### src/design/thbdec_pkg.sv
`default_nettype none

package thbdec_pkg;

  // Mode register codes
  localparam logic [1:0] ModeText = 2'd0;
  localparam logic [1:0] ModeHex  = 2'd1;
  localparam logic [1:0] ModeB64  = 2'd2;

  // Result kinds
  localparam logic [1:0] KindData    = 2'd0;
  localparam logic [1:0] KindEnd     = 2'd1;
  localparam logic [1:0] KindBadChar = 2'd2;
  localparam logic [1:0] KindOddHex  = 2'd3;

  localparam logic [7:0] CharPad = 8'h3D;

  typedef struct packed {
    logic [7:0] character;
    logic       end_of_payload;
  } in_item_t;

  typedef struct packed {
    logic [7:0] data_byte;
    logic [1:0] kind;
    logic       last;
  } out_item_t;

  // Character classification handed from the classifier to the decoder core
  typedef struct packed {
    logic       hex_ok;
    logic [3:0] hex_val;
    logic       b64_ok;
    logic       b64_pad;
    logic [5:0] b64_val;
  } char_class_t;

endpackage

`default_nettype wire

### src/design/thbdec_char_class.sv
`default_nettype none

module thbdec_char_class (
  input  logic [7:0]               char_i,
  output thbdec_pkg::char_class_t  class_o
);
  import thbdec_pkg::*;

  always_comb begin
    class_o = '0;
    // hex digits
    if (char_i >= 8'h30 && char_i <= 8'h39) begin
      class_o.hex_ok  = 1'b1;
      class_o.hex_val = 4'(char_i - 8'h30);
    end else if (char_i >= 8'h61 && char_i <= 8'h66) begin
      class_o.hex_ok  = 1'b1;
      class_o.hex_val = 4'(char_i - 8'h57);
    end else if (char_i >= 8'h41 && char_i <= 8'h46) begin
      class_o.hex_ok  = 1'b1;
      class_o.hex_val = 4'(char_i - 8'h37);
    end
    // base64 alphabet
    if (char_i >= 8'h41 && char_i <= 8'h5A) begin
      class_o.b64_ok  = 1'b1;
      class_o.b64_val = 6'(char_i - 8'h41);
    end else if (char_i >= 8'h61 && char_i <= 8'h7A) begin
      class_o.b64_ok  = 1'b1;
      class_o.b64_val = 6'(char_i - 8'h47);
    end else if (char_i >= 8'h30 && char_i <= 8'h39) begin
      class_o.b64_ok  = 1'b1;
      class_o.b64_val = 6'(char_i + 8'h04);
    end else if (char_i == 8'h2B) begin
      class_o.b64_ok  = 1'b1;
      class_o.b64_val = 6'd62;
    end else if (char_i == 8'h2F) begin
      class_o.b64_ok  = 1'b1;
      class_o.b64_val = 6'd63;
    end
    class_o.b64_pad = (char_i == CharPad);
  end

endmodule

`default_nettype wire

### src/design/text_hex_base64_payload_decoder.sv
// Payload character decoder: text pass-through, hex pairs or base64.
// Input channel: one character per request with an end-of-payload flag,
//   in_valid_i / in_stall_o; a request is taken when valid is high and
//   stall is low. Output channel: at most one result per character,
//   out_valid_o / out_stall_i, carrying a byte, a kind and a last flag.
// Configuration: cfg_valid_i / cfg_ready_o writes the 2-bit mode; write it
//   only between payloads, with the block drained.
// Pipeline: a taken request sits in the input register, is decoded, and
//   its result is registered (one input register, one result register).
//   Throughput: one character per cycle while the result register is not
//   held, set by the single decode step between the two registers.
// Characters that give no result (first hex digit, first base64 sextet,
//   anything after an error or a pad) still move through the input register.
// Stall: while the result register is held, the input register keeps its
//   request and in_stall_o rises; a character that gives no result still
//   moves through.
// Reset: clears valids, mode (text) and all per-payload decode state.
`default_nettype none

module text_hex_base64_payload_decoder (
  input  logic                   clk_i,
  input  logic                   rst_ni,
  input  logic                   in_valid_i,
  output logic                   in_stall_o,
  input  thbdec_pkg::in_item_t   in_data_i,
  output logic                   out_valid_o,
  input  logic                   out_stall_i,
  output thbdec_pkg::out_item_t  out_data_o,
  input  logic                   cfg_valid_i,
  output logic                   cfg_ready_o,
  input  logic [1:0]             cfg_data_i
);
  import thbdec_pkg::*;

  // handshake and pipeline control
  logic        in_valid_q, in_valid_d;
  in_item_t    in_item_q;
  logic        out_valid_q, out_valid_d;
  out_item_t   out_item_q;
  logic        in_take;
  logic        out_free;
  logic        advance;

  // configuration
  logic [1:0]  mode_q;

  // per-payload decode state
  logic [11:0] acc_q, acc_d;
  logic [2:0]  held_q, held_d;
  logic [3:0]  hi_q, hi_d;
  logic        pend_q, pend_d;
  logic        pad_q, pad_d;
  logic        err_q, err_d;

  // decode step
  char_class_t cls;
  logic        res_valid;
  out_item_t   res;
  logic [11:0] acc_new;
  logic [3:0]  held_sum;
  logic [2:0]  held_left;
  logic        last_char;

  thbdec_char_class u_char_class (
    .char_i  (in_item_q.character),
    .class_o (cls)
  );

  // The result register empties when it is taken or holds nothing.
  assign out_free   = !out_valid_q || !out_stall_i;
  // A character with a result needs room; one without moves freely.
  assign advance    = in_valid_q && (!res_valid || out_free);
  assign in_stall_o = in_valid_q && !advance;
  assign in_take    = in_valid_i && !in_stall_o;
  assign in_valid_d = in_take || (in_valid_q && !advance);

  assign cfg_ready_o = 1'b1;

  assign last_char = in_item_q.end_of_payload;
  assign acc_new   = {acc_q[5:0], cls.b64_val};
  assign held_sum  = {1'b0, held_q} + 4'd6;
  assign held_left = 3'(held_sum - 4'd8);

  always_comb begin
    res_valid = 1'b0;
    res       = '0;
    acc_d     = acc_q;
    held_d    = held_q;
    hi_d      = hi_q;
    pend_d    = pend_q;
    pad_d     = pad_q;
    err_d     = err_q;

    if (pad_q || err_q) begin
      // drop the rest of the payload silently
    end else begin
      case (mode_q)
        ModeHex: begin
          if (!cls.hex_ok) begin
            res_valid = 1'b1;
            res.kind  = KindBadChar;
            res.last  = 1'b1;
            err_d     = 1'b1;
          end else if (pend_q) begin
            res_valid     = 1'b1;
            res.data_byte = {hi_q, cls.hex_val};
            res.kind      = KindData;
            res.last      = last_char;
            pend_d        = 1'b0;
            hi_d          = '0;
          end else if (last_char) begin
            res_valid = 1'b1;
            res.kind  = KindOddHex;
            res.last  = 1'b1;
          end else begin
            hi_d   = cls.hex_val;
            pend_d = 1'b1;
          end
        end
        ModeB64: begin
          if (cls.b64_pad) begin
            res_valid = 1'b1;
            res.kind  = KindEnd;
            res.last  = 1'b1;
            pad_d     = 1'b1;
          end else if (!cls.b64_ok) begin
            res_valid = 1'b1;
            res.kind  = KindBadChar;
            res.last  = 1'b1;
            err_d     = 1'b1;
          end else begin
            acc_d = acc_new;
            if (held_sum >= 4'd8) begin
              // a byte is complete: its top sits held_left bits above bit 7
              res_valid = 1'b1;
              res.kind  = KindData;
              res.last  = last_char;
              held_d    = held_left;
              case (held_left)
                3'd4:    res.data_byte = acc_new[11:4];
                3'd2:    res.data_byte = acc_new[9:2];
                default: res.data_byte = acc_new[7:0];
              endcase
            end else begin
              held_d = 3'(held_sum);
              if (last_char) begin
                res_valid = 1'b1;
                res.kind  = KindEnd;
                res.last  = 1'b1;
              end
            end
          end
        end
        default: begin
          // text pass-through, unused mode included
          res_valid     = 1'b1;
          res.data_byte = in_item_q.character;
          res.kind      = KindData;
          res.last      = last_char;
        end
      endcase
    end

    // the final character returns the payload state to reset
    if (last_char) begin
      acc_d  = '0;
      held_d = '0;
      hi_d   = '0;
      pend_d = 1'b0;
      pad_d  = 1'b0;
      err_d  = 1'b0;
    end
  end

  always_comb begin
    out_valid_d = out_valid_q;
    if (out_free) begin
      out_valid_d = advance && res_valid;
    end
  end

  always_ff @(posedge clk_i or negedge rst_ni) begin
    if (!rst_ni) begin
      in_valid_q  <= 1'b0;
      out_valid_q <= 1'b0;
      mode_q      <= ModeText;
      acc_q       <= '0;
      held_q      <= '0;
      hi_q        <= '0;
      pend_q      <= 1'b0;
      pad_q       <= 1'b0;
      err_q       <= 1'b0;
    end else begin
      in_valid_q  <= in_valid_d;
      out_valid_q <= out_valid_d;
      if (cfg_valid_i && cfg_ready_o) begin
        mode_q <= cfg_data_i;
      end
      if (advance) begin
        acc_q  <= acc_d;
        held_q <= held_d;
        hi_q   <= hi_d;
        pend_q <= pend_d;
        pad_q  <= pad_d;
        err_q  <= err_d;
      end
    end
  end

  // payload registers: load on a taken request or a new result, hold otherwise
  always_ff @(posedge clk_i) begin
    if (in_take) begin
      in_item_q <= in_data_i;
    end
    if (advance && res_valid && out_free) begin
      out_item_q <= res;
    end
  end

  assign out_valid_o = out_valid_q;
  assign out_data_o  = out_item_q;

endmodule

`default_nettype wire

### config.mk
export PLATFORM = sky130hd
export DESIGN_NAME = text_hex_base64_payload_decoder
export DESIGN_NICKNAME = d
export VERILOG_FILES = /design/src/design/thbdec_pkg.sv /design/src/design/thbdec_char_class.sv /design/src/design/text_hex_base64_payload_decoder.sv
export SDC_FILE = /design/constraint.sdc
export NUM_CORES = 1
export LEC_CHECK = 0
export BUFFER_PORTS_ARGS = -buffer_cell sky130_fd_sc_hd__buf_4
export CAP_MARGIN = 0
export CORE_AREA = 2 2 104 56
export CTS_CLUSTER_SIZE = 8
export DETAILED_ROUTE_END_ITERATION = 10
export DIE_AREA = 0 0 106 58
export PLACE_DENSITY_LB_ADDON = 0.2
export SKIP_LAST_GASP = 1
export SYNTH_ARGS = -nofsm -noshare
export SYNTH_HDL_FRONTEND = slang
export SYNTH_SLANG_ARGS = --single-unit
export TNS_END_PERCENT = 20
### constraint.sdc
create_clock -name clk_i -period 3.05 [get_ports clk_i]
set_input_delay 0.305 -clock clk_i [delete_from_list [all_inputs] [get_ports clk_i]]
set_output_delay 0.305 -clock clk_i [all_outputs]
set_load 0.01 [all_outputs]
**Word-level counts from Yosys, hierarchy flattened**

Index checks and enable logic that the tools add are counted.

- Register bits: 40
- Output and inout bits: 14

- Mux-type cells: 66
- Reduce and logical (&&, ||, !) cells: 29
- $lt $le $gt $ge: 9
- Eq/ne operators: 12
- $add $sub $neg: 8

Operator list:

| cell | number |
|---|---|
| $mux W6 | 10 |
| $mux W8 | 5 |
| $mux W3 | 12 |
| $le A8 B7 Y1 const B | 4 |
| $mux W1 | 26 |
| $eq A8 B6 Y1 const B | 3 |
| $pmux W11 S2 | 1 |
| $mux W4 | 5 |
| $ge A8 B7 Y1 const B | 2 |
| $pmux W8 S2 | 1 |
| $mux W5 | 3 |
| $logic_and A1 B1 Y1 | 10 |
| $reduce_bool A2 Y1 | 5 |
| $ne A3 B3 Y1 const B | 3 |
| $ge A8 B6 Y1 const B | 1 |
| $le A8 B6 Y1 const B | 1 |
| $reduce_and A4 Y1 | 2 |
| $sub A4 B3 Y4 const B | 2 |
| $add A6 B3 Y6 const B | 1 |
| $reduce_and A6 Y1 | 1 |
| $sub A6 B1 Y6 const B | 1 |
| $sub A6 B3 Y6 const B | 1 |
| $logic_not A1 Y1 | 5 |
| $reduce_and A5 Y1 | 1 |
| 13 further kinds | 18 |

**Longest topological paths before layout**

Gate-level depths: netlist of run 1.

- Word-level depth: 18
- Gate-level depth with buffers: 12
- Mapped depth without buffers: 9

**Modules after synthesis**

A second synthesis of run 1 with hierarchy kept.

- Cell total of the unflattened synthesis: 276
- Area total of the unflattened synthesis: 2690.1 um^2

By module, submodules not included:

| module | area each (um^2) | cells each | times used | sequential area each (um^2) |
|---|---|---|---|---|
| text_hex_base64_payload_decoder | 1996.9 | 175 | 1 | 1076.0 |
| thbdec_char_class | 693.2 | 101 | 1 | 0.0 |

**Worst setup path after synthesis of run 1**

OpenSTA, ideal clock, no wires.

- Kind: register to register
- Start: reg in_item_q[3] in the netlist's numbering
- End: reg out_item_q (netlist bit out_data_o[0]), enable pin
- Arrival time: 2724 ps
- Clock period less this slack: 3120 ps
- Buffers on the path: 1
- Slack: -70 ps
- Library setup time: 396 ps
- Cell stages (with the launch flop): 10
- Required time: 2654 ps
- Cells stage by stage: edfxtp_1 clkbuf_1 inv_1 ha_1 nor2b_1 o21a_1 o21ai_2 o2111ai_1 a21oi_1 nor3b_1

- Word-level cells in the longest chain between the ends: 15
- Elaborated cells on any way between the ends: 34
- Classes of those cells: order compare (8); eq/ne (3); mux (13); reduce/logical (10)

Ends and longest elaborated chain:

| element | line | source |
|---|---|---|
| start: declaration | text_hex_base64_payload_decoder.sv:37 | `in_item_t in_item_q;` |
| start signal: assignment | text_hex_base64_payload_decoder.sv:213 | `in_item_q <= in_data_i;` |
| parallel branches: the longest is 8 deep, another holds $ge A8 B6 Y1 | -- |  |
| $pmux W1 S2 * | text_hex_base64_payload_decoder.sv:97 | `case (mode_q)` |
| $mux W1 * | text_hex_base64_payload_decoder.sv:94 | `if (pad_q \|\| err_q) begin` |
| $logic_not A1 Y1 | text_hex_base64_payload_decoder.sv:72 | `assign advance = in_valid_q && (!res_valid \|\| out_free);` |
| $logic_or A1 B1 Y1 | text_hex_base64_payload_decoder.sv:72 |  |
| $logic_and A1 B1 Y1 | text_hex_base64_payload_decoder.sv:72 |  |
| $logic_and A1 B1 Y1 * (2 in a row) | text_hex_base64_payload_decoder.sv:215 | `if (advance && res_valid && out_free) begin` |
| end signal: assignment | text_hex_base64_payload_decoder.sv:216 | `out_item_q <= res;` |
| end: declaration | text_hex_base64_payload_decoder.sv:39 | `out_item_t out_item_q;` |

Every way passes the cells marked *.
A chain may end at the register's enable or synchronous reset.

**Worst setup path after layout of run 1**

- Start: reg in_item_q[5] in the netlist's numbering
- End: out in_stall_o

- Word-level cells in the longest chain between the ends: 15
- Elaborated cells on any way between the ends: 34
- Classes of those cells: order compare (8); eq/ne (3); mux (13); reduce/logical (10)

Ends and longest elaborated chain:

| element | line | source |
|---|---|---|
| parallel branches: the longest is 8 deep, another holds $ge A8 B6 Y1 | -- |  |
| $pmux W1 S2 * | text_hex_base64_payload_decoder.sv:97 |  |
| $mux W1 * | text_hex_base64_payload_decoder.sv:94 |  |
| $logic_not A1 Y1 * | text_hex_base64_payload_decoder.sv:72 |  |
| $logic_or A1 B1 Y1 * | text_hex_base64_payload_decoder.sv:72 |  |
| $logic_and A1 B1 Y1 * | text_hex_base64_payload_decoder.sv:72 |  |
| $logic_not A1 Y1 * | text_hex_base64_payload_decoder.sv:73 | `assign in_stall_o = in_valid_q && !advance;` |
| $logic_and A1 B1 Y1 * | text_hex_base64_payload_decoder.sv:73 |  |
| end: declaration | text_hex_base64_payload_decoder.sv:24 | `output logic in_stall_o,` |

Marks and branches as above.

==> results of run 1 <==
-- cells by family (layout without fill, tap and decap cells) --
logic type / Yosys count / in the layout / share of synthesized area, %
compound gates: 96 / 96 / 25.83
xor+xnor: 7 / 7 / 2.284
fa+ha+maj: 15 / 15 / 6.993
buf+inv: 34 / 86 / 5.734
flops: 39 / 39 / 40.09
mux: 5 / 5 / 2.098
other cells: 1 / 1 / 0.1397
simple gates: 80 / 80 / 16.83
-- worst reg2reg max path, cell delays in order, from the launching register on --
cell,delay [ns]
edfxtp_1,0.40
buf_4,0.17
ha_1,0.27
a21o_1,0.19
buf_4,0.13
and3_1,0.18
nor4_2,0.40
a21o_1,0.19
o211ai_1,0.15
a221o_1,0.35
a31o_2,0.25
-- per-layer routing --
metal	wire length [µm]	track usage, %
met1	3465	39.70
met2	2746	32.53
met3	917	7.199
met4	54	3.947
met5	0	0
-- sequential cells by signal (all words and copies together) (netlist names) --
| name | flops |
|---|---|
| acc_q | 6 |
| err_q | 1 |
| held_q | 2 |
| hi_q | 4 |
| in_item_q | 8 |
| in_valid_q | 1 |
| last_char | 1 |
| mode_q | 2 |
| out_data_o | 11 |
| out_valid_o | 1 |
| pad_q | 1 |
| pend_q | 1 |
-- power by group through the flow --
stage,Combinational (µW),Sequential (µW),Clock [µW]
3_3_place_gp,508,677,0
4_1_cts,514,667,345
3_5_place_dp,509,678,0
6_report,528,668,336
5_1_grt,572,673,369
2_1_floorplan,308,685,0
-- final cells by class --
type / instances / area share, %
Multi-Input combinational cell: 204 / 45.60
Sequential cell: 39 / 33.37
Timing Repair Buffer: 56 / 13.12
Tap cell: 73 / 2.833
Inverter: 22 / 2.561
Clock buffer: 7 / 2.367
Clock inverter: 1 / 0.1552
-- worst max path at each step --
stage	slack, ns	from	cells past startpoint	end
detailed placement	0.19	in_item_q[3]$_DFFE_PP_	10	out_data_o[3]$_SDFFCE_PN0P_
global placement	0.16	in_item_q[3]$_DFFE_PP_	10	out_data_o[3]$_SDFFCE_PN0P_
finish	0.10	in_item_q[5]$_DFFE_PP_	8	in_stall_o
CTS	0.13	in_item_q[1]$_DFFE_PP_	10	in_stall_o
global route	-0.03	in_item_q[4]$_DFFE_PP_	10	out_data_o[3]$_SDFFCE_PN0P_
floorplan	0.05	in_item_q[3]$_DFFE_PP_	10	in_item_q[1]$_DFFE_PP_
-- through the flow --
step	worst slack, ns	setup TNS (ns)	utilization [%]
after detailed placement	0.1859	0	59.42
after global routing	-0.03371	-0.07524	61.37
after floorplan	0.05214	0	-
after global placement	0.1576	0	59.42
after CTS	0.1316	0	61.16
final	0.1011	0	61.37
-- cells in the mapped netlist, types with 2 or more instances --
| cell | count | area (µm²) |
|---|---|---|
| dfrtp_1 | 19 | 475.5 |
| o22ai_1 | 2 | 12.51 |
| nand3_1 | 9 | 45.04 |
| a22oi_1 | 3 | 22.52 |
| a221o_1 | 3 | 30.03 |
| o21a_1 | 3 | 22.52 |
| or2_2 | 3 | 18.77 |
| o31ai_1 | 6 | 45.04 |
| buf_6 | 3 | 33.78 |
| edfxtp_1 | 20 | 600.6 |
| inv_1 | 22 | 82.58 |
| o2111ai_1 | 2 | 17.52 |
| o211a_1 | 2 | 20.02 |
| mux2i_1 | 3 | 30.03 |
| nor2_1 | 10 | 37.54 |
| a32oi_1 | 2 | 17.52 |
| nor4_1 | 2 | 12.51 |
| a21o_1 | 4 | 30.03 |
| and3_1 | 2 | 12.51 |
| a31oi_1 | 3 | 18.77 |
| nor3_1 | 11 | 55.05 |
| a21oi_1 | 11 | 55.05 |
| o211ai_1 | 7 | 52.55 |
| or2_1 | 2 | 12.51 |
| xnor2_1 | 7 | 61.31 |
| nor2b_1 | 8 | 50.05 |
| a22o_1 | 8 | 70.07 |
| a31o_2 | 3 | 26.28 |
| clkbuf_1 | 8 | 30.03 |
| o21ai_0 | 18 | 90.09 |
| nand2b_1 | 3 | 18.77 |
| nand2_1 | 19 | 71.32 |
| a211oi_1 | 3 | 22.52 |
| ha_1 | 15 | 187.7 |
| a221oi_1 | 8 | 70.07 |
-- what timing repair did --
action	4_1_cts	5_1_grt
hold endpoints to repair	19	0
endpoints found under the setup margin	0	14
gates resized for setup	0	2
hold buffers	1	0
==> results.md, run 1 <==
Outcome:
- The run finished with clean final reports.

Critical path:
- The number of cells traversed by the worst register-to-register path is 10.
- The critical path class is reg -> out.
- The launch point of the worst reg-to-reg path is in_item_q[3]$_DFFE_PP_.
- The worst path buffer plus inverter count is 2.
- Traced cell by cell, the critical path runs through or2_1 > a311o_1 > nor3b_2 > nor2_1 > a21oi_1 > buf_4 > nor3_2 > buf_4.
- In this run the register-to-register setup slack is 0.14 ns.
- The required time at the endpoint of the critical path is 2.74 ns.
- The arrival time at the worst endpoint is 2.64 ns.
- Along the worst path, the maximum fanout reaches 11.
- The kind of cell with the highest combined delay on the critical path is simple AND/OR/NAND/NOR gates.
- The slowest stage of the critical path belongs to the cell edfxtp_1.
- The worst setup path is captured at an output pin.
- The delay of the slowest cell on the worst path is 0.60 ns.
- The worst setup path is launched from a flip-flop.
- The cell that appears most often on the critical path is buf_4.
- The endpoint of the lowest-slack register-to-register path is out_data_o[3]$_SDFFCE_PN0P_.

Die:
- The core region is between 0.005 and 0.006 mm².
- The I/O pin count is 30.
- In this run the core area contains 19 standard-cell rows.
- The floorplan step set the die width to 106 µm.
- Measured along the y axis, the die boundary spans 58 µm.
- The initial cell density of the core is between 50% and 60%.
- The die covers 0.006148 mm².

Layout:
- The number of antenna diodes in the final layout is 0.
- The fill cell total of the finished layout is 454.
- The top cell types in the final layout, fill and taps aside, are buf_4, inv_1, edfxtp_1.
- In the final design database the tool counted 359 nets.
- The commonest non-fill, non-tap cell in the layout is buf_4.
- The relative area change from synthesis to final layout is 20.14%.
- The post-layout instance area is about 0.0032 mm².
- The register cell area after layout is 0.001076 mm².
- The footprint of the multi-input gates is approximately 0.0015 mm².
- The post-route netlist has 23.40% of its cells at a drive strength greater than 1.
- The number of cells in the finished layout apart from fillers is 402.

Logic synthesis:
- The number of synthesized flops with an enable pin is 20.
- The number of register bits inferred by synthesis is 39.
- The mean instance size in the synthesized netlist is between 9 and 10 µm².
- Summing every instance area after synthesis gives 0.002684 mm².
- The most used flip-flop cell after synthesis is edfxtp_1.
- The number of nets in the synthesized netlist is 308.
- The synthesized netlist contains 58 unique library cells.
- The number of synthesis warnings is 0.
- The share of the Yosys chip area taken by registers is 40.09%.
- The async set-or-reset flop fraction in the synthesized netlist is between 40% and 50%.
- After technology mapping, the gate count stands at 277.

Power:
- The static leakage is 0.001399 µW.
- The switching power is about 520 µW.
- The power per cell area is approximately 480 mW/mm².
- The sequential power share is a little over two fifths.
- Of the total power, combinational logic draws 34.4%.
- The overall power of the completed layout is roughly 1500 µW.
- The clock network power share is 21.9%.
- The internal power component is 1013 µW.
- Net switching is about 34% of the power.
- VDD sags by at most 0.2658 mV.

GRT:
- The overall fraction of global-route tracks in use is 24.60%.
- The number of global-route vias before repair is 2188.
- The total congestion overflow after global routing is 0.
- The initial antenna violation count is 0.
- The first-pass GRT wire length is 11330 µm.
- Entering global routing, the biggest net connects 21 pins.

Detailed routing:
- The number of DRC markers after the initial detailed-route iteration is 306.
- The number of remaining DRC errors is 0.
- In the final routed layout, each cell accounts on average for 17.87 µm.
- Summing over every cut layer, the via total after detailed routing is 2523.
- The length of the first detailed-routing pass in iterations is 5.
- In this run the remaining antenna-violating nets after routing total 0.
- The final wirelength is just over 7000 µm.
- The number of vias per cell after detailed routing is around 6.3.

Placed design:
- Once placement finished, the instance area stood at around 0.0031 mm².
- The HPWL after detailed placement is 5689 µm.
- The number of port buffers is 28.
- The number of placed instances, taps included is 393.
- At the end of routability-driven placement, the weighted congestion stood at 0.9363.

Clocking:
- The root buffer cell is clkbuf_8.
- The source-to-sink clock delay at the later pin of the worst-skew pair is 0.29 ns.
- Post-CTS timing repair inserted 0 buffers for setup.
- TritonCTS built the clock tree.
- The buffer levels on the longest clock path is 2.
- The number of CTS-inserted buffers is 5.
- CTS built an H-tree with a depth of 2.
- The number of clock sinks seen by CTS is 39.
- Clock-pin slew was measured on the worst setup and hold paths at 0.07 ns.

Timing:
- The clock arrives with 0.006117 ns of skew.
- After layout, the minimum clock period comes to 2.949 ns.
- Headroom to the max-slew limit came out at 60.14%.
- The final-report max-slew violation count is 0.
- The actual transition at the worst max-transition pin is 0.5973 ns.
- Setup violations remaining at the end of the flow were counted as 0.
- Setup repair after global routing could not meet its margin everywhere.
- Dividing the final minimum period by the clock period gives 96.68%.
- The top achievable clock speed is 339.1 MHz.
- The worst hold margin is between 0.15 and 0.2 ns.
- The number of endpoints with negative hold slack in the final report is 0.

Min path:
- The worst hold path begins at in_data_i[5].
- The worst hold path terminates at in_item_q[5]$_DFFE_PP_.
- The class of the tightest hold or removal check is in -> reg.
- The worst hold path stage count is 1.

Flow run:
- The total of max-cap violations is 0.
Power figures use the tool's default switching activity.
==> inputs of run 2 (changes only) <==
==> constraint.sdc (replaced) <==
create_clock -name clk_i -period 3.05 [get_ports clk_i]
set_input_delay 0.4575 -clock clk_i [delete_from_list [all_inputs] [get_ports clk_i]]
set_output_delay 0.4575 -clock clk_i [all_outputs]
set_load 0.01 [all_outputs]
==> results.md, run 2 (same netlist as run 1, synthesis figures left out) <==
Detailed routing:
- The number of DRC markers after the initial detailed-route iteration is 306 (unchanged).
- The number of routed nets with antenna violations came to 0 (unchanged).
- The final wirelength is 7330 µm (+2.0%).
- The wire length on met1 is 3550 µm (+2.5%).
- The length of the first detailed-routing pass in iterations is 5 (unchanged).
- The met2 layer wire length in the routed design is 2840 µm (+3.4%).
- The number of vias per cell after detailed routing is 6.123 (-2.4%).
- The via total after detailed routing was 2443 (-3.2%).
- The detailed-route wire length per cell is 18.37 µm (+2.8%).
- The top layer used by detailed routing is met4.
- The wire length on met3 came to 834 µm (-9.1%).
- The number of remaining DRC errors is 0 (unchanged).

Die:
- The die height is 58 µm (unchanged).
- The placeable core region is 0.005254 mm² (unchanged).
- The initial cell density of the core came to 51.08% (unchanged).
- The I/O pin count came to 30 (unchanged).
- The count of standard-cell rows was 19 (unchanged).
- The die area is 0.006148 mm² (unchanged).
- The x dimension of the die was 106 µm (unchanged).

Power:
- The static leakage is 0.001395 µW (-0.24%).
- The peak supply drop is 0.3542 mV (+33%).
- The power per cell area is 476.5 mW/mm² (+0.28%).

Layout:
- The commonest non-fill, non-tap cell in the layout is buf_4.
- The number of nets in the layout was 356 (-0.84%).
- The register cell area after layout was 0.001076 mm² (unchanged).
- The relative area change from synthesis to final layout is 20.89%.
- The number of flip-flops under the largest register name is 11 (unchanged).
- The fill cell total of the finished layout came to 453 (-0.22%).
- The number of cells in the finished layout apart from fillers was 399 (-0.75%).
- The library cells used most frequently in the layout, excluding fill and tap cells, are buf_4, inv_1, edfxtp_1.
- The number of diodes added for antenna fixing is 0 (unchanged).
- The footprint of the multi-input gates is 0.001513 mm² (+2.9%).
- The post-layout instance area is 0.003244 mm² (+0.62%).
- The share of cells above drive strength 1 is 25.15% (+1.7 points).

Timing:
- The final-report max-slew violation count is 0 (unchanged).
- The top achievable clock speed is 337.5 MHz (-0.48%).
- The worst-case clock skew is 0.008482 ns (+0.002365 ns).
- The final worst-path cycle share is 97.15% (+0.47 points).
- The number of endpoints with negative hold slack in the final report is 0 (unchanged).
- The actual transition at the worst max-transition pin is 0.9317 ns (+0.3344 ns).
- The relative slew slack is 37.62% (-23 points).
- The final setup violation count is 0 (unchanged).
- The worst hold margin is 0.01351 ns (-0.1713 ns).
- The minimum clock period after layout is 2.963 ns (+0.01422 ns).

Placed design:
- The final estimated routing congestion in global placement is 1.077 (+15%).
- The number of port buffers is 28 (unchanged).
- The HPWL after detailed placement is 5619 µm (-1.2%).
- The number of placed instances, taps included is 390 (-0.76%).
- The placed instance area is 0.003099 mm² (-0.72%).

Critical path:
- The endpoint of the lowest-slack register-to-register path is out_data_o[3]$_SDFFCE_PN0P_.
- The reg2reg setup slack is 0.09 ns (-0.05 ns).
- The highest fanout seen on the critical path came to 5 (-6).
- The sort of element at the end of the critical path is a flip-flop.
- The number of cells traversed by the worst register-to-register path is 10 (unchanged).
- STA classifies the critical path startpoint as a flip-flop.
- The arrival time at the worst endpoint came to 3.02 ns (+0.38 ns).
- The launch point of the worst reg-to-reg path is in_item_q[1]$_DFFE_PP_.
- The start point of the critical path is in_item_q[1]$_DFFE_PP_.
- The required time at the endpoint of the critical path came to 3.11 ns (+0.37 ns).
- The critical path capture point is out_data_o[3]$_SDFFCE_PN0P_.
- The critical path is of the reg -> reg type.

GRT:
- The total congestion overflow after global routing was 0 (unchanged).
- The initial antenna violation count was 0 (unchanged).
- The first-pass GRT wire length is 11410 µm (+0.67%).
- The pin count of the biggest net entering global routing is 21 (unchanged).
- The overall fraction of global-route tracks in use is 25.00% (+0.40 points).
- The number of global-route vias before repair is 2127 (-2.8%).

Clocking:
- The clock tree from TritonCTS is done.
- The number of CTS-inserted buffers came to 5 (unchanged).
- The maximum level of the CTS H-tree was 2 (unchanged).
- The source-to-sink clock delay at the later pin of the worst-skew pair is 0.30 ns (about the same).
- The total of hold buffers inserted after clock tree synthesis was 0 (-1).
- The number of clock sinks seen by CTS is 39 (unchanged).
- The buffer levels on the longest clock path is 2 (unchanged).
- The CTS clock-pin slew for the worst setup and hold paths came to 0.08 ns (about the same).
- The root buffer cell is clkbuf_8.

Outcome:
- The run finished with clean final reports.

Min path:
- The path class of the tightest hold or removal check is in -> async.

Flow run:
- The total of max-cap violations came to 0 (unchanged).
run 2: cell types whose count changed in the layout (fill, tap and decap cells not counted), moves of 2 or more:
cell      delta
buf_4        -2
clkbuf_1     -2
clkinv_2     +2
ha_1         -2
ha_4         +2
o21ai_0      -2
o21ai_1      +2
run 2: how the worst min path moves through the flow:
| stage | from | end | slack, ns |
|---|---|---|---|
| 2_1_floorplan | rst_ni | acc_q[0]$_DFFE_PN0P_ | 0.16 |
| 3_3_place_gp | rst_ni | acc_q[4]$_DFFE_PN0P_ | 0.35 |
| 3_5_place_dp | rst_ni | acc_q[4]$_DFFE_PN0P_ | 0.35 |
| 4_1_cts | rst_ni | acc_q[4]$_DFFE_PN0P_ | 0.02 |
| 5_1_grt | rst_ni | acc_q[4]$_DFFE_PN0P_ | 0.03 |
| 6_report | rst_ni | acc_q[4]$_DFFE_PN0P_ | 0.01 |
run 2: where the power goes:
part / internal [µW] / switching (µW)
clock network: 157 / 194
logic: 222 / 306
registers: 627 / 40.1
total: 1010 / 540
run 2: routing by layer:
layer	vias to the layer above	GRT usage (%)
met5	-	0
met4	0	6.767
met3	14	9.336
met2	136	32.17
met1	1152	38.65
li1	1141	-
run 2: worst max-delay path, stage by stage (launching register included):
cell	delay, ns
edfxtp_1	0.38
inv_1	0.07
ha_1	0.21
nor2b_2	0.17
buf_4	0.13
o21a_1	0.26
nor4_2	0.59
a21o_1	0.20
o211ai_1	0.14
a221o_1	0.33
a31o_2	0.24
run 2: what timing repair did:
| action | in CTS | in global routing |
|---|---|---|
| endpoints found under the setup margin | 1 | 12 |
| pin swaps | 0 | 1 |
| gates resized for setup | 3 | 9 |
| buffers inserted | 0 | 1 |
run 2: per-stage QoR:
stage                     setup TNS, ns  total power, µW  util (%)  setup WS, ns
after floorplan                       0            992.4         -       0.05214
after global placement                0             1174     58.99        0.1743
after detailed placement              0             1173     58.99        0.1243
after CTS                             0             1528     60.73       0.05612
after global routing          -0.002583             1622     61.75     -0.002583
final                                 0             1546     61.75       0.08690
run 2: area by class of cell:
class                      instances  share of cell area, %
clock buffer                       5                  2.121
clock inverter                     3                 0.4628
inverter                          22                  2.545
multi-input combinational        204                  46.63
sequential                        39                  33.17
tap                               73                  2.815
timing repair buffer              53                  12.26
